[config.mk]
export PLATFORM = sky130hd
export DESIGN_NAME = round_robin_time_slice_scheduler
export DESIGN_NICKNAME = d
export VERILOG_FILES = /design/src/design/rrts_pkg.sv /design/src/design/round_robin_time_slice_scheduler.sv
export SDC_FILE = /design/constraint.sdc
export NUM_CORES = 2
export LEC_CHECK = 0
export ABC_CLOCK_PERIOD_IN_PS = 8200
export BUFFER_PORTS_ARGS = -buffer_cell sky130_fd_sc_hd__clkbuf_2
export CORE_MARGIN = 3
export CORE_UTILIZATION = 55
export CTS_BUF_LIST = sky130_fd_sc_hd__clkbuf_4 sky130_fd_sc_hd__clkbuf_8
export DETAILED_ROUTE_END_ITERATION = 8
export PLACE_DENSITY = 0.72
export SETUP_SLACK_MARGIN = 0.5
export SYNTH_ARGS = -nofsm -noshare
export SYNTH_HDL_FRONTEND = slang
export SYNTH_SLANG_ARGS = --single-unit
export TNS_END_PERCENT = 20
[constraint.sdc]
create_clock -name clk -period 8.2 [get_ports clk]
set_clock_uncertainty 0.2 [all_clocks]
set_input_delay 2.05 -clock clk [delete_from_list [all_inputs] [get_ports clk]]
set_output_delay 2.05 -clock clk [all_outputs]
set_load 0.02 [all_outputs]
[src/design/rrts_pkg.sv]
// ============================================================================
// rrts_pkg
// Shared types and constants for the round-robin time-slice scheduler.
// ============================================================================
package rrts_pkg;

    // Default sizing
    localparam int MAX_PROCS_DEF = 16;
    localparam int TIME_BITS_DEF = 16;

    // Fixed field widths
    localparam int INDEX_W = 4;
    localparam int FIELD_W = 16;
    localparam int KIND_W  = 2;
    localparam int QUANT_W = 8;
    localparam int COUNT_W = 5;

    // Stream packing
    localparam int S_TDATA_W = 40;  // index + arrival + burst, padded to bytes
    localparam int S_TUSER_W = KIND_W;
    localparam int M_TDATA_W = 56;  // process + time + turnaround + waiting + all_done
    localparam int M_TUSER_W = 2;

    // Configuration port
    localparam int CFG_IDX_W  = 1;
    localparam int CFG_DATA_W = 8;
    localparam logic [CFG_IDX_W-1:0] REG_QUANTUM = 1'd0;
    localparam logic [CFG_IDX_W-1:0] REG_COUNT   = 1'd1;

    // Item kinds
    localparam logic [KIND_W-1:0] KIND_LOAD  = 2'd0;
    localparam logic [KIND_W-1:0] KIND_START = 2'd1;
    localparam logic [KIND_W-1:0] KIND_TICK  = 2'd2;

    // Sequencer states
    typedef enum logic [3:0] {
        S_IDLE,
        S_TICK_RD,
        S_TICK_CHK,
        S_POP,
        S_POP_CHK,
        S_RUN,
        S_SCAN,
        S_POST,
        S_WAIT_CALC,
        S_OUT
    } state_t;

endpackage

[src/design/round_robin_time_slice_scheduler.sv]
// Flow: a load beat is written on acceptance; a start beat scans the n process
// entries in use. A tick beat passes the tick read, check, optional pop, run,
// scan, post, optional waiting calculation and output states. One beat is taken
// at a time; the table scan reads one entry per cycle through the single read port.
// Reset: rst_n clears clock, queue pointers and running state; tables and the
// ready queue hold undefined data until written. Quantum resets to 1.
// ============================================================================
// round_robin_time_slice_scheduler
// Tick-driven round-robin scheduler with one configurable time quantum. A small
// sequencer drives one shared subtract unit and one table read port.
// ============================================================================
module round_robin_time_slice_scheduler #(
    parameter int MAX_PROCS = rrts_pkg::MAX_PROCS_DEF,
    parameter int TIME_BITS = rrts_pkg::TIME_BITS_DEF
) (
    input  logic                             clk,
    input  logic                             rst_n,
    // slave side
    input  logic                             s_tvalid,
    output logic                             s_tready,
    input  logic [rrts_pkg::S_TDATA_W-1:0]   s_tdata,   // process_index, arrival_time, burst_length
    input  logic [rrts_pkg::S_TUSER_W-1:0]   s_tuser,   // kind
    // master side
    output logic                             m_tvalid,
    input  logic                             m_tready,
    output logic [rrts_pkg::M_TDATA_W-1:0]   m_tdata,   // slot_process, slot_time, turnaround, waiting, all_done
    output logic [rrts_pkg::M_TUSER_W-1:0]   m_tuser,   // slot_idle, finished
    // configuration
    input  logic                             cfg_we,
    input  logic [rrts_pkg::CFG_IDX_W-1:0]   cfg_index,
    input  logic [rrts_pkg::CFG_DATA_W-1:0]  cfg_wdata
);
    import rrts_pkg::*;

    localparam int ID_W  = $clog2(MAX_PROCS);
    localparam int CNT_W = $clog2(MAX_PROCS + 1);
    localparam int CMP_W = (CNT_W > COUNT_W) ? CNT_W : COUNT_W;
    localparam int AW    = (TIME_BITS > FIELD_W) ? TIME_BITS : FIELD_W;

    // ------------------------------------------------------------------
    // Beat fields
    // ------------------------------------------------------------------
    logic [INDEX_W-1:0] in_index;
    logic [FIELD_W-1:0] in_arrival;
    logic [FIELD_W-1:0] in_burst;
    logic [KIND_W-1:0]  in_kind;
    logic               in_accept;

    assign in_index   = s_tdata[INDEX_W-1:0];
    assign in_arrival = s_tdata[INDEX_W +: FIELD_W];
    assign in_burst   = s_tdata[INDEX_W+FIELD_W +: FIELD_W];
    assign in_kind    = s_tuser;

    // ------------------------------------------------------------------
    // Registers
    // ------------------------------------------------------------------
    state_t               state_reg, state_next;
    logic [TIME_BITS-1:0] clock_reg, clock_next;
    logic [ID_W-1:0]      head_reg, head_next;
    logic [ID_W-1:0]      tail_reg, tail_next;
    logic [CNT_W-1:0]     fill_reg, fill_next;
    logic                 run_valid_reg, run_valid_next;
    logic [ID_W-1:0]      run_id_reg, run_id_next;
    logic [QUANT_W-1:0]   slice_reg, slice_next;
    logic [QUANT_W-1:0]   quantum_reg, quantum_next;
    logic [COUNT_W-1:0]   pcount_reg, pcount_next;
    logic [CNT_W-1:0]     scan_cnt_reg, scan_cnt_next;
    logic                 scan_pend_reg, scan_pend_next;
    logic [ID_W-1:0]      scan_idx_reg, scan_idx_next;
    logic                 scan_start_reg, scan_start_next;
    logic                 adv_reg, adv_next;
    logic                 done_reg, done_next;
    logic                 ran_reg, ran_next;
    logic                 fin_reg, fin_next;
    logic                 out_valid_reg, out_valid_next;

    // payload registers
    logic [AW-1:0]        slot_time_reg, slot_time_next;
    logic [FIELD_W-1:0]   run_arr_reg, run_arr_next;
    logic [FIELD_W-1:0]   run_burst_reg, run_burst_next;
    logic [AW-1:0]        tat_reg, tat_next;
    logic [AW-1:0]        wt_reg, wt_next;
    logic                 o_idle_reg, o_idle_next;
    logic [INDEX_W-1:0]   o_proc_reg, o_proc_next;
    logic [FIELD_W-1:0]   o_time_reg, o_time_next;
    logic                 o_fin_reg, o_fin_next;
    logic [FIELD_W-1:0]   o_tat_reg, o_tat_next;
    logic [FIELD_W-1:0]   o_wt_reg, o_wt_next;
    logic                 o_done_reg, o_done_next;

    // ------------------------------------------------------------------
    // Memories and their read registers
    // ------------------------------------------------------------------
    logic [FIELD_W-1:0] arr_mem   [MAX_PROCS];
    logic [FIELD_W-1:0] burst_mem [MAX_PROCS];
    logic [FIELD_W-1:0] rem_mem   [MAX_PROCS];
    logic [ID_W-1:0]    fifo_mem  [MAX_PROCS];

    logic [FIELD_W-1:0] rd_arr_reg;
    logic [FIELD_W-1:0] rd_burst_reg;
    logic [FIELD_W-1:0] rd_rem_reg;
    logic [ID_W-1:0]    fifo_rd_reg;

    logic               tbl_re;
    logic [ID_W-1:0]    tbl_raddr;
    logic               load_we;
    logic [ID_W-1:0]    load_addr;
    logic               rem_we;
    logic [ID_W-1:0]    rem_waddr;
    logic [FIELD_W-1:0] rem_wdata;
    logic               fifo_re;
    logic               fifo_we;
    logic               push_req;
    logic [ID_W-1:0]    push_id;

    // ------------------------------------------------------------------
    // Helper terms
    // ------------------------------------------------------------------
    logic [CNT_W-1:0]   n_use;
    logic [QUANT_W-1:0] q_eff;
    logic               chk_keep;
    logic               need_pop;
    logic               scan_more;
    logic               scan_end;
    logic               clk_max;
    logic               out_free;
    logic               fifo_full;
    logic               rd_rem_nz;
    logic [31:0]        idx_ext;
    logic [31:0]        run_id_ext;
    logic [QUANT_W:0]   slice_inc;

    assign n_use = (CMP_W'(pcount_reg) > CMP_W'(MAX_PROCS)) ? CNT_W'(MAX_PROCS)
                                                            : CNT_W'(pcount_reg);
    assign q_eff      = (quantum_reg == '0) ? QUANT_W'(1) : quantum_reg;
    assign rd_rem_nz  = (rd_rem_reg != '0);
    assign chk_keep   = run_valid_reg && rd_rem_nz;
    assign need_pop   = !chk_keep && (fill_reg != '0);
    assign scan_more  = (scan_cnt_reg < n_use);
    assign scan_end   = !scan_more && !scan_pend_reg;
    assign clk_max    = &clock_reg;
    assign out_free   = !out_valid_reg || m_tready;
    assign fifo_full  = (fill_reg == CNT_W'(MAX_PROCS));
    assign idx_ext    = 32'(in_index);
    assign load_addr  = idx_ext[ID_W-1:0];
    assign run_id_ext = 32'(run_id_reg);
    assign slice_inc  = {1'b0, slice_reg} + (QUANT_W+1)'(1);
    assign in_accept  = s_tvalid && s_tready;

    // ------------------------------------------------------------------
    // Shared saturating subtract unit
    // ------------------------------------------------------------------
    logic [AW-1:0] alu_a;
    logic [AW-1:0] alu_b;
    logic [AW:0]   alu_diff;
    logic [AW-1:0] alu_res;

    always_comb
    begin
        case (state_reg)
            S_RUN:
            begin
                alu_a = AW'(rd_rem_reg);
                alu_b = AW'(1);
            end
            S_POST:
            begin
                alu_a = AW'(clock_reg);
                alu_b = AW'(run_arr_reg);
            end
            S_WAIT_CALC:
            begin
                alu_a = tat_reg;
                alu_b = AW'(run_burst_reg);
            end
            default:
            begin
                alu_a = '0;
                alu_b = '0;
            end
        endcase
    end

    assign alu_diff = {1'b0, alu_a} - {1'b0, alu_b};
    assign alu_res  = alu_diff[AW] ? '0 : alu_diff[AW-1:0];

    // ------------------------------------------------------------------
    // Next state
    // ------------------------------------------------------------------
    always_comb
    begin
        state_next = state_reg;
        case (state_reg)
            S_IDLE:
            begin
                if (in_accept)
                begin
                    case (in_kind)
                        KIND_START: state_next = S_SCAN;
                        KIND_TICK:  state_next = S_TICK_RD;
                        default:    state_next = S_IDLE;
                    endcase
                end
            end
            S_TICK_RD:   state_next = S_TICK_CHK;
            S_TICK_CHK:  state_next = need_pop ? S_POP : S_RUN;
            S_POP:       state_next = S_POP_CHK;
            S_POP_CHK:   state_next = S_RUN;
            S_RUN:       state_next = S_SCAN;
            S_SCAN:
            begin
                if (scan_end)
                begin
                    state_next = scan_start_reg ? S_IDLE : S_POST;
                end
            end
            S_POST:      state_next = (ran_reg && fin_reg) ? S_WAIT_CALC : S_OUT;
            S_WAIT_CALC: state_next = S_OUT;
            S_OUT:       state_next = out_free ? S_IDLE : S_OUT;
            default:     state_next = S_IDLE;
        endcase
    end

    // ------------------------------------------------------------------
    // Datapath and memory controls
    // ------------------------------------------------------------------
    always_comb
    begin
        clock_next      = clock_reg;
        head_next       = head_reg;
        tail_next       = tail_reg;
        fill_next       = fill_reg;
        run_valid_next  = run_valid_reg;
        run_id_next     = run_id_reg;
        slice_next      = slice_reg;
        quantum_next    = quantum_reg;
        pcount_next     = pcount_reg;
        scan_cnt_next   = scan_cnt_reg;
        scan_pend_next  = scan_pend_reg;
        scan_idx_next   = scan_idx_reg;
        scan_start_next = scan_start_reg;
        adv_next        = adv_reg;
        done_next       = done_reg;
        ran_next        = ran_reg;
        fin_next        = fin_reg;
        out_valid_next  = out_valid_reg && !m_tready;
        slot_time_next  = slot_time_reg;
        run_arr_next    = run_arr_reg;
        run_burst_next  = run_burst_reg;
        tat_next        = tat_reg;
        wt_next         = wt_reg;
        o_idle_next     = o_idle_reg;
        o_proc_next     = o_proc_reg;
        o_time_next     = o_time_reg;
        o_fin_next      = o_fin_reg;
        o_tat_next      = o_tat_reg;
        o_wt_next       = o_wt_reg;
        o_done_next     = o_done_reg;

        tbl_re    = 1'b0;
        tbl_raddr = run_id_reg;
        load_we   = 1'b0;
        rem_we    = 1'b0;
        rem_waddr = run_id_reg;
        rem_wdata = alu_res[FIELD_W-1:0];
        fifo_re   = 1'b0;
        push_req  = 1'b0;
        push_id   = run_id_reg;

        // configuration writes
        if (cfg_we)
        begin
            case (cfg_index)
                REG_QUANTUM: quantum_next = cfg_wdata[QUANT_W-1:0];
                REG_COUNT:   pcount_next  = cfg_wdata[COUNT_W-1:0];
                default:     quantum_next = quantum_reg;
            endcase
        end

        case (state_reg)
            S_IDLE:
            begin
                if (in_accept)
                begin
                    case (in_kind)
                        KIND_LOAD:
                        begin
                            if (idx_ext < 32'(MAX_PROCS))
                            begin
                                load_we   = 1'b1;
                                rem_we    = 1'b1;
                                rem_waddr = load_addr;
                                rem_wdata = in_burst;
                            end
                        end
                        KIND_START:
                        begin
                            clock_next      = '0;
                            head_next       = '0;
                            tail_next       = '0;
                            fill_next       = '0;
                            run_valid_next  = 1'b0;
                            run_id_next     = '0;
                            slice_next      = '0;
                            scan_start_next = 1'b1;
                            scan_cnt_next   = '0;
                            scan_pend_next  = 1'b0;
                        end
                        KIND_TICK:
                        begin
                            tbl_re    = 1'b1;
                            tbl_raddr = run_id_reg;
                        end
                        default:
                        begin
                            tbl_re = 1'b0;
                        end
                    endcase
                end
            end

            // drop a stale running process, fetch the queue head if needed
            S_TICK_CHK:
            begin
                run_valid_next = chk_keep;
                fifo_re        = need_pop;
            end

            S_POP:
            begin
                run_id_next = fifo_rd_reg;
                head_next   = (head_reg == ID_W'(MAX_PROCS - 1)) ? '0 : head_reg + ID_W'(1);
                fill_next   = fill_reg - CNT_W'(1);
                slice_next  = '0;
                tbl_re      = 1'b1;
                tbl_raddr   = fifo_rd_reg;
            end

            S_POP_CHK:
            begin
                run_valid_next = rd_rem_nz;
            end

            // run one unit if a process is running, and advance the clock unless saturated
            S_RUN:
            begin
                ran_next        = run_valid_reg;
                fin_next        = run_valid_reg && (alu_res == '0);
                slot_time_next  = AW'(clock_reg);
                run_arr_next    = rd_arr_reg;
                run_burst_next  = rd_burst_reg;
                rem_we          = run_valid_reg;
                rem_waddr       = run_id_reg;
                rem_wdata       = alu_res[FIELD_W-1:0];
                adv_next        = !clk_max;
                if (!clk_max)
                begin
                    clock_next = clock_reg + TIME_BITS'(1);
                end
                scan_start_next = 1'b0;
                scan_cnt_next   = '0;
                scan_pend_next  = 1'b0;
                done_next       = 1'b1;
            end

            // one entry read per cycle, evaluated in the cycle after its read
            S_SCAN:
            begin
                scan_pend_next = scan_more;
                if (scan_more)
                begin
                    tbl_re        = 1'b1;
                    tbl_raddr     = scan_cnt_reg[ID_W-1:0];
                    scan_idx_next = scan_cnt_reg[ID_W-1:0];
                    scan_cnt_next = scan_cnt_reg + CNT_W'(1);
                end
                if (scan_pend_reg)
                begin
                    push_id = scan_idx_reg;
                    if (scan_start_reg)
                    begin
                        rem_we    = 1'b1;
                        rem_waddr = scan_idx_reg;
                        rem_wdata = rd_burst_reg;
                        push_req  = (rd_arr_reg == '0) && (rd_burst_reg != '0);
                    end
                    else
                    begin
                        push_req = adv_reg && rd_rem_nz
                                   && (AW'(rd_arr_reg) == AW'(clock_reg));
                        if (rd_rem_nz)
                        begin
                            done_next = 1'b0;
                        end
                    end
                end
            end

            // retire, requeue at the quantum or keep running, after the arrivals
            S_POST:
            begin
                tat_next = '0;
                wt_next  = '0;
                if (ran_reg)
                begin
                    if (fin_reg)
                    begin
                        run_valid_next = 1'b0;
                        tat_next       = alu_res;
                    end
                    else
                    begin
                        slice_next = slice_inc[QUANT_W-1:0];
                        if (slice_inc >= {1'b0, q_eff})
                        begin
                            run_valid_next = 1'b0;
                            push_req       = 1'b1;
                            push_id        = run_id_reg;
                        end
                    end
                end
            end

            S_WAIT_CALC:
            begin
                wt_next = alu_res;
            end

            S_OUT:
            begin
                if (out_free)
                begin
                    out_valid_next = 1'b1;
                    o_idle_next    = !ran_reg;
                    o_proc_next    = ran_reg ? run_id_ext[INDEX_W-1:0] : '0;
                    o_time_next    = slot_time_reg[FIELD_W-1:0];
                    o_fin_next     = fin_reg;
                    o_tat_next     = tat_reg[FIELD_W-1:0];
                    o_wt_next      = wt_reg[FIELD_W-1:0];
                    o_done_next    = done_reg;
                end
            end

            default:
            begin
                tbl_re = 1'b0;
            end
        endcase

        // ready queue push, dropped when full
        fifo_we = push_req && !fifo_full;
        if (fifo_we)
        begin
            tail_next = (tail_reg == ID_W'(MAX_PROCS - 1)) ? '0 : tail_reg + ID_W'(1);
            fill_next = fill_reg + CNT_W'(1);
        end
    end

    // ------------------------------------------------------------------
    // Control registers
    // ------------------------------------------------------------------
    always_ff @(posedge clk or negedge rst_n)
    begin
        if (!rst_n)
        begin
            state_reg      <= S_IDLE;
            clock_reg      <= '0;
            head_reg       <= '0;
            tail_reg       <= '0;
            fill_reg       <= '0;
            run_valid_reg  <= 1'b0;
            run_id_reg     <= '0;
            slice_reg      <= '0;
            quantum_reg    <= QUANT_W'(1);
            pcount_reg     <= '0;
            scan_cnt_reg   <= '0;
            scan_pend_reg  <= 1'b0;
            scan_idx_reg   <= '0;
            scan_start_reg <= 1'b0;
            adv_reg        <= 1'b0;
            done_reg       <= 1'b0;
            ran_reg        <= 1'b0;
            fin_reg        <= 1'b0;
            out_valid_reg  <= 1'b0;
        end
        else
        begin
            state_reg      <= state_next;
            clock_reg      <= clock_next;
            head_reg       <= head_next;
            tail_reg       <= tail_next;
            fill_reg       <= fill_next;
            run_valid_reg  <= run_valid_next;
            run_id_reg     <= run_id_next;
            slice_reg      <= slice_next;
            quantum_reg    <= quantum_next;
            pcount_reg     <= pcount_next;
            scan_cnt_reg   <= scan_cnt_next;
            scan_pend_reg  <= scan_pend_next;
            scan_idx_reg   <= scan_idx_next;
            scan_start_reg <= scan_start_next;
            adv_reg        <= adv_next;
            done_reg       <= done_next;
            ran_reg        <= ran_next;
            fin_reg        <= fin_next;
            out_valid_reg  <= out_valid_next;
        end
    end

    // ------------------------------------------------------------------
    // Payload registers
    // ------------------------------------------------------------------
    always_ff @(posedge clk)
    begin
        slot_time_reg <= slot_time_next;
        run_arr_reg   <= run_arr_next;
        run_burst_reg <= run_burst_next;
        tat_reg       <= tat_next;
        wt_reg        <= wt_next;
        o_idle_reg    <= o_idle_next;
        o_proc_reg    <= o_proc_next;
        o_time_reg    <= o_time_next;
        o_fin_reg     <= o_fin_next;
        o_tat_reg     <= o_tat_next;
        o_wt_reg      <= o_wt_next;
        o_done_reg    <= o_done_next;
    end

    // ------------------------------------------------------------------
    // Process tables: one read port, load and remaining write ports
    // ------------------------------------------------------------------
    always_ff @(posedge clk)
    begin
        if (load_we)
        begin
            arr_mem[load_addr]   <= in_arrival;
            burst_mem[load_addr] <= in_burst;
        end
        if (rem_we)
        begin
            rem_mem[rem_waddr] <= rem_wdata;
        end
        if (tbl_re)
        begin
            rd_arr_reg   <= arr_mem[tbl_raddr];
            rd_burst_reg <= burst_mem[tbl_raddr];
            rd_rem_reg   <= rem_mem[tbl_raddr];
        end
    end

    // ------------------------------------------------------------------
    // Ready queue storage
    // ------------------------------------------------------------------
    always_ff @(posedge clk)
    begin
        if (fifo_we)
        begin
            fifo_mem[tail_reg] <= push_id;
        end
        if (fifo_re)
        begin
            fifo_rd_reg <= fifo_mem[head_reg];
        end
    end

    // ------------------------------------------------------------------
    // Ports
    // ------------------------------------------------------------------
    assign s_tready = (state_reg == S_IDLE);
    assign m_tvalid = out_valid_reg;
    assign m_tuser  = {o_fin_reg, o_idle_reg};
    assign m_tdata  = {3'b000, o_done_reg, o_wt_reg, o_tat_reg, o_time_reg, o_proc_reg};

endmodule

==> impl_results.md <==
- Layout Cells excl Fill: 4,145
- Detail Placement HPWL: 62,500 um
- Setup TNS: 0 ns
- Max-slew headroom: 16.8%
- End point of the critical path: rem_mem[15][14]$_DFFE_PP_
- Seq/Total Area, Yosys: 73.6%
- Placed insts: 3,844
- Period utilisation layout: 73.5%
- FF-to-FF path depth: 15
- Grt ovf: 0
- Worst endpoint data arrival time: 6.32 ns
- Mapped cell area: 0.0442 mm^2
- Post-CTS setup buffer count: 0
- Worst R2R Setup Slack: 2.17 ns
- TritonCTS Buffers: 168
- Hold_buf cts: 0
- Total die area: 0.0837 mm^2
- Via-to-Cell Ratio: 6.19
- Post-route design area: 0.0492 mm^2
- Hold WC Path Type: register to register
- LEAKAGE: 17.7 nW
- # rows: 103
- CTS max path bufs: 3
- Maximum vdd drop: 0.438 mV
- Async set or reset register ratio after synthesis: 6.86%
- Peak Freq: 0.166 GHz
- Crit-path max FO: 42
- WS Path Type: register to register
- Synth Register Bits: 1,094
- DR vias: 25,673
- I/O Pins: 116
- Post-DP Area: 0.0460 mm^2
- Final core occ: 62.1%
- Commonest non-fill, non-tap cell in the layout: edfxtp_1
- PD cells: 381 mW/mm^2
- Max Cap Viol: 0
- Worst slack at placement: 2.28 ns
- DR WL/cell: 25.6 um
- Port bufs: 108
- Global-route wire length before repair: 156,000 um
- Required @ worst endpoint: 8.49 ns
- DRT Wirelength: 106,000 um
- Fin. Hold Viols: 0
- Initial Utilization: 55.7%
- Worst Setup Slack, final: 2.17 ns
- Critical path capture point type: register
- Later-pin clock latency in the skew report: 0.84 ns
- Top flop regs: arr_mem: 256 flops, burst_mem: 256 flops, rem_mem: 256 flops
- Layout Nets: 3,059
- Die W: 289 um
- Count of TritonRoute iterations in the first routing pass: 8
- Syn. warnings: 0
- Mapped Avg Cell Area: 15.9 um^2
- Clock slew seen by the registers of the worst setup and hold paths: 0.06 ns
- R2r startpoint: state_reg[1]$_DFFE_PN0P_
- Pin count of the biggest net entering global routing: 124
- Post-CTS Resized: 0
- Startpoint Class: register
- Finish-stage setup viols: 0
- Post-route minimum period: 6.03 ns
- Cells after Synth: 2,771
- Reg2Reg Capture Point: rem_mem[15][14]$_DFFE_PP_
- GRT Total Usage: 25.5%
- Layout fillers: 5,617
- Highest-count cells in the layout ignoring fill and taps: edfxtp_1 (1,019), nand2_1 (309), mux2i_1 (307), clkbuf_8 (171), clkbuf_2 (107)
- Share of cells above drive strength 1: 17.2%
- Number of global-route vias before repair: 25,006
- Total clock sinks: 1,094
- Tightest Pin Transition: 1.25 ns
- Status: finished, final reports clean
- Chip Height: 289 um
- Fin. max-slew vios: 0
- Initial antenna violation count: 11
- # DRC: 0
- Core area: 0.0793 mm^2
- RSZ-0062 raised after global routing: false
- DR iter-0 viols: 3,109
- P&R area growth vs syn: 11.4%
- Setup crit start: state_reg[1]$_DFFE_PN0P_
- GP Congestion: 0.907
- Post-route ant nets: 0
- Distinct cells, synth: 77
- CTS root buffer: clkbuf_8
- Most common flop cell mapped by yosys: edfxtp_1
- H-tree depth: 4
- CTS tree: done
- Post-synth EDFFs: 1,019
## routing by layer
metal	share of wire [%]	up-vias	GRT usage [%]
met5	0.040	-	0
li1	-	11285	-
met1	39	12720	34.5
met4	3.8	6	11.0
met2	47	1406	39.8
met3	10	256	5.97
## worst min path at each step
stage	slack (ns)	depth (start not counted)	endpoint	startpoint
global route	0.22	0	o_time_reg[4]$_DFFE_PP_	slot_time_reg[4]$_DFFE_PN_
detailed placement	0.20	0	o_time_reg[2]$_DFFE_PP_	slot_time_reg[2]$_DFFE_PN_
CTS	0.21	0	o_time_reg[4]$_DFFE_PP_	slot_time_reg[4]$_DFFE_PN_
global placement	0.20	0	o_time_reg[15]$_DFFE_PP_	slot_time_reg[15]$_DFFE_PN_
floorplan	0.20	0	o_time_reg[0]$_DFFE_PP_	slot_time_reg[0]$_DFFE_PN_
finish	0.21	0	o_time_reg[4]$_DFFE_PP_	slot_time_reg[4]$_DFFE_PN_
## area by class of cell
cell class                 instances  area, um^2  area share, %
sequential                      1094       32500           66.0
multi-input combinational       1489       11000           22.3
clock buffer                     223        2740           5.58
tap                             1050        1310           2.67
timing repair buffer             168        1040           2.12
clock inverter                    69         467          0.949
inverter                          43         166          0.338
antenna                            9        22.5         0.0458
## synthesized netlist by cell type (5+ instances only)
master | n | area, um^2
o31ai_1 | 9 | 67.6
a222oi_1 | 67 | 671
a22o_1 | 5 | 43.8
buf_6 | 7 | 78.8
and3_1 | 57 | 357
o21ai_0 | 51 | 255
nor3_1 | 22 | 110
ha_1 | 38 | 475
mux2_2 | 58 | 653
a21o_1 | 11 | 82.6
a221oi_1 | 7 | 61.3
a221o_1 | 13 | 130
nand3_1 | 34 | 170
edfxtp_1 | 1019 | 30600
mux4_2 | 8 | 180
mux2i_1 | 307 | 3070
buf_4 | 32 | 240
a22oi_1 | 26 | 195
xnor2_1 | 35 | 307
a21oi_1 | 46 | 230
a31oi_1 | 10 | 62.6
buf_1 | 7 | 26.3
nor4_1 | 18 | 113
nor2_1 | 123 | 462
and2_1 | 9 | 56.3
nand2_1 | 310 | 1160
nand2b_1 | 20 | 125
xor2_1 | 16 | 140
nand4_1 | 11 | 68.8
clkbuf_1 | 80 | 300
a32oi_1 | 96 | 841
dfrtp_1 | 74 | 1850
nor2b_1 | 6 | 37.5
o22ai_1 | 5 | 31.3
buf_2 | 20 | 100
inv_1 | 41 | 154
## critical path, cell delays in order, from the launching register on
cell and delay [ns]:
dfrtp_1 0.70, nand2b_4 0.26, or3_1 0.33, clkinv_4 0.38, a222oi_1 0.41, ha_1 0.23
inv_1 0.06, fa_1 0.46, a21o_1 0.23, a221o_1 0.40, a311o_1 0.37, a21oi_1 0.35
o21ba_2 0.19, mux2i_1 0.61, a21oi_1 0.08, a211o_1 0.45
## cell families after synthesis
family / count (synthesis) / share of synthesized area [%]
xor gates and xnor gates: 51 / 1.01
and+or+nand+nor: 646 / 6.72
muxes: 373 / 8.85
DFF: 1094 / 73.6
buffers and inverters: 190 / 2.10
adders and majority gates: 39 / 1.12
other: 1 / 0.00849
AOI/OAI and AO/OA: 377 / 6.64
## where the power goes
group	switching [mW]	leakage (nW)	total, mW	internal, mW
sequential	0.451	10.3	7.91	7.46
combinational	4.32	5.74	6.53	2.21
clock	2.05	1.69	4.33	2.28
total	6.81	17.7	18.8	12.0
## per-stage QoR
stage,power (mW),hold slack (ns)
after floorplan,12.2,0.200
after global placement,14.2,0.201
after CTS,18.7,0.212
after detailed placement,14.4,0.205
after global routing,19.6,0.224
final,18.8,0.214
Note: power is estimated with default switching activity, not from simulation.
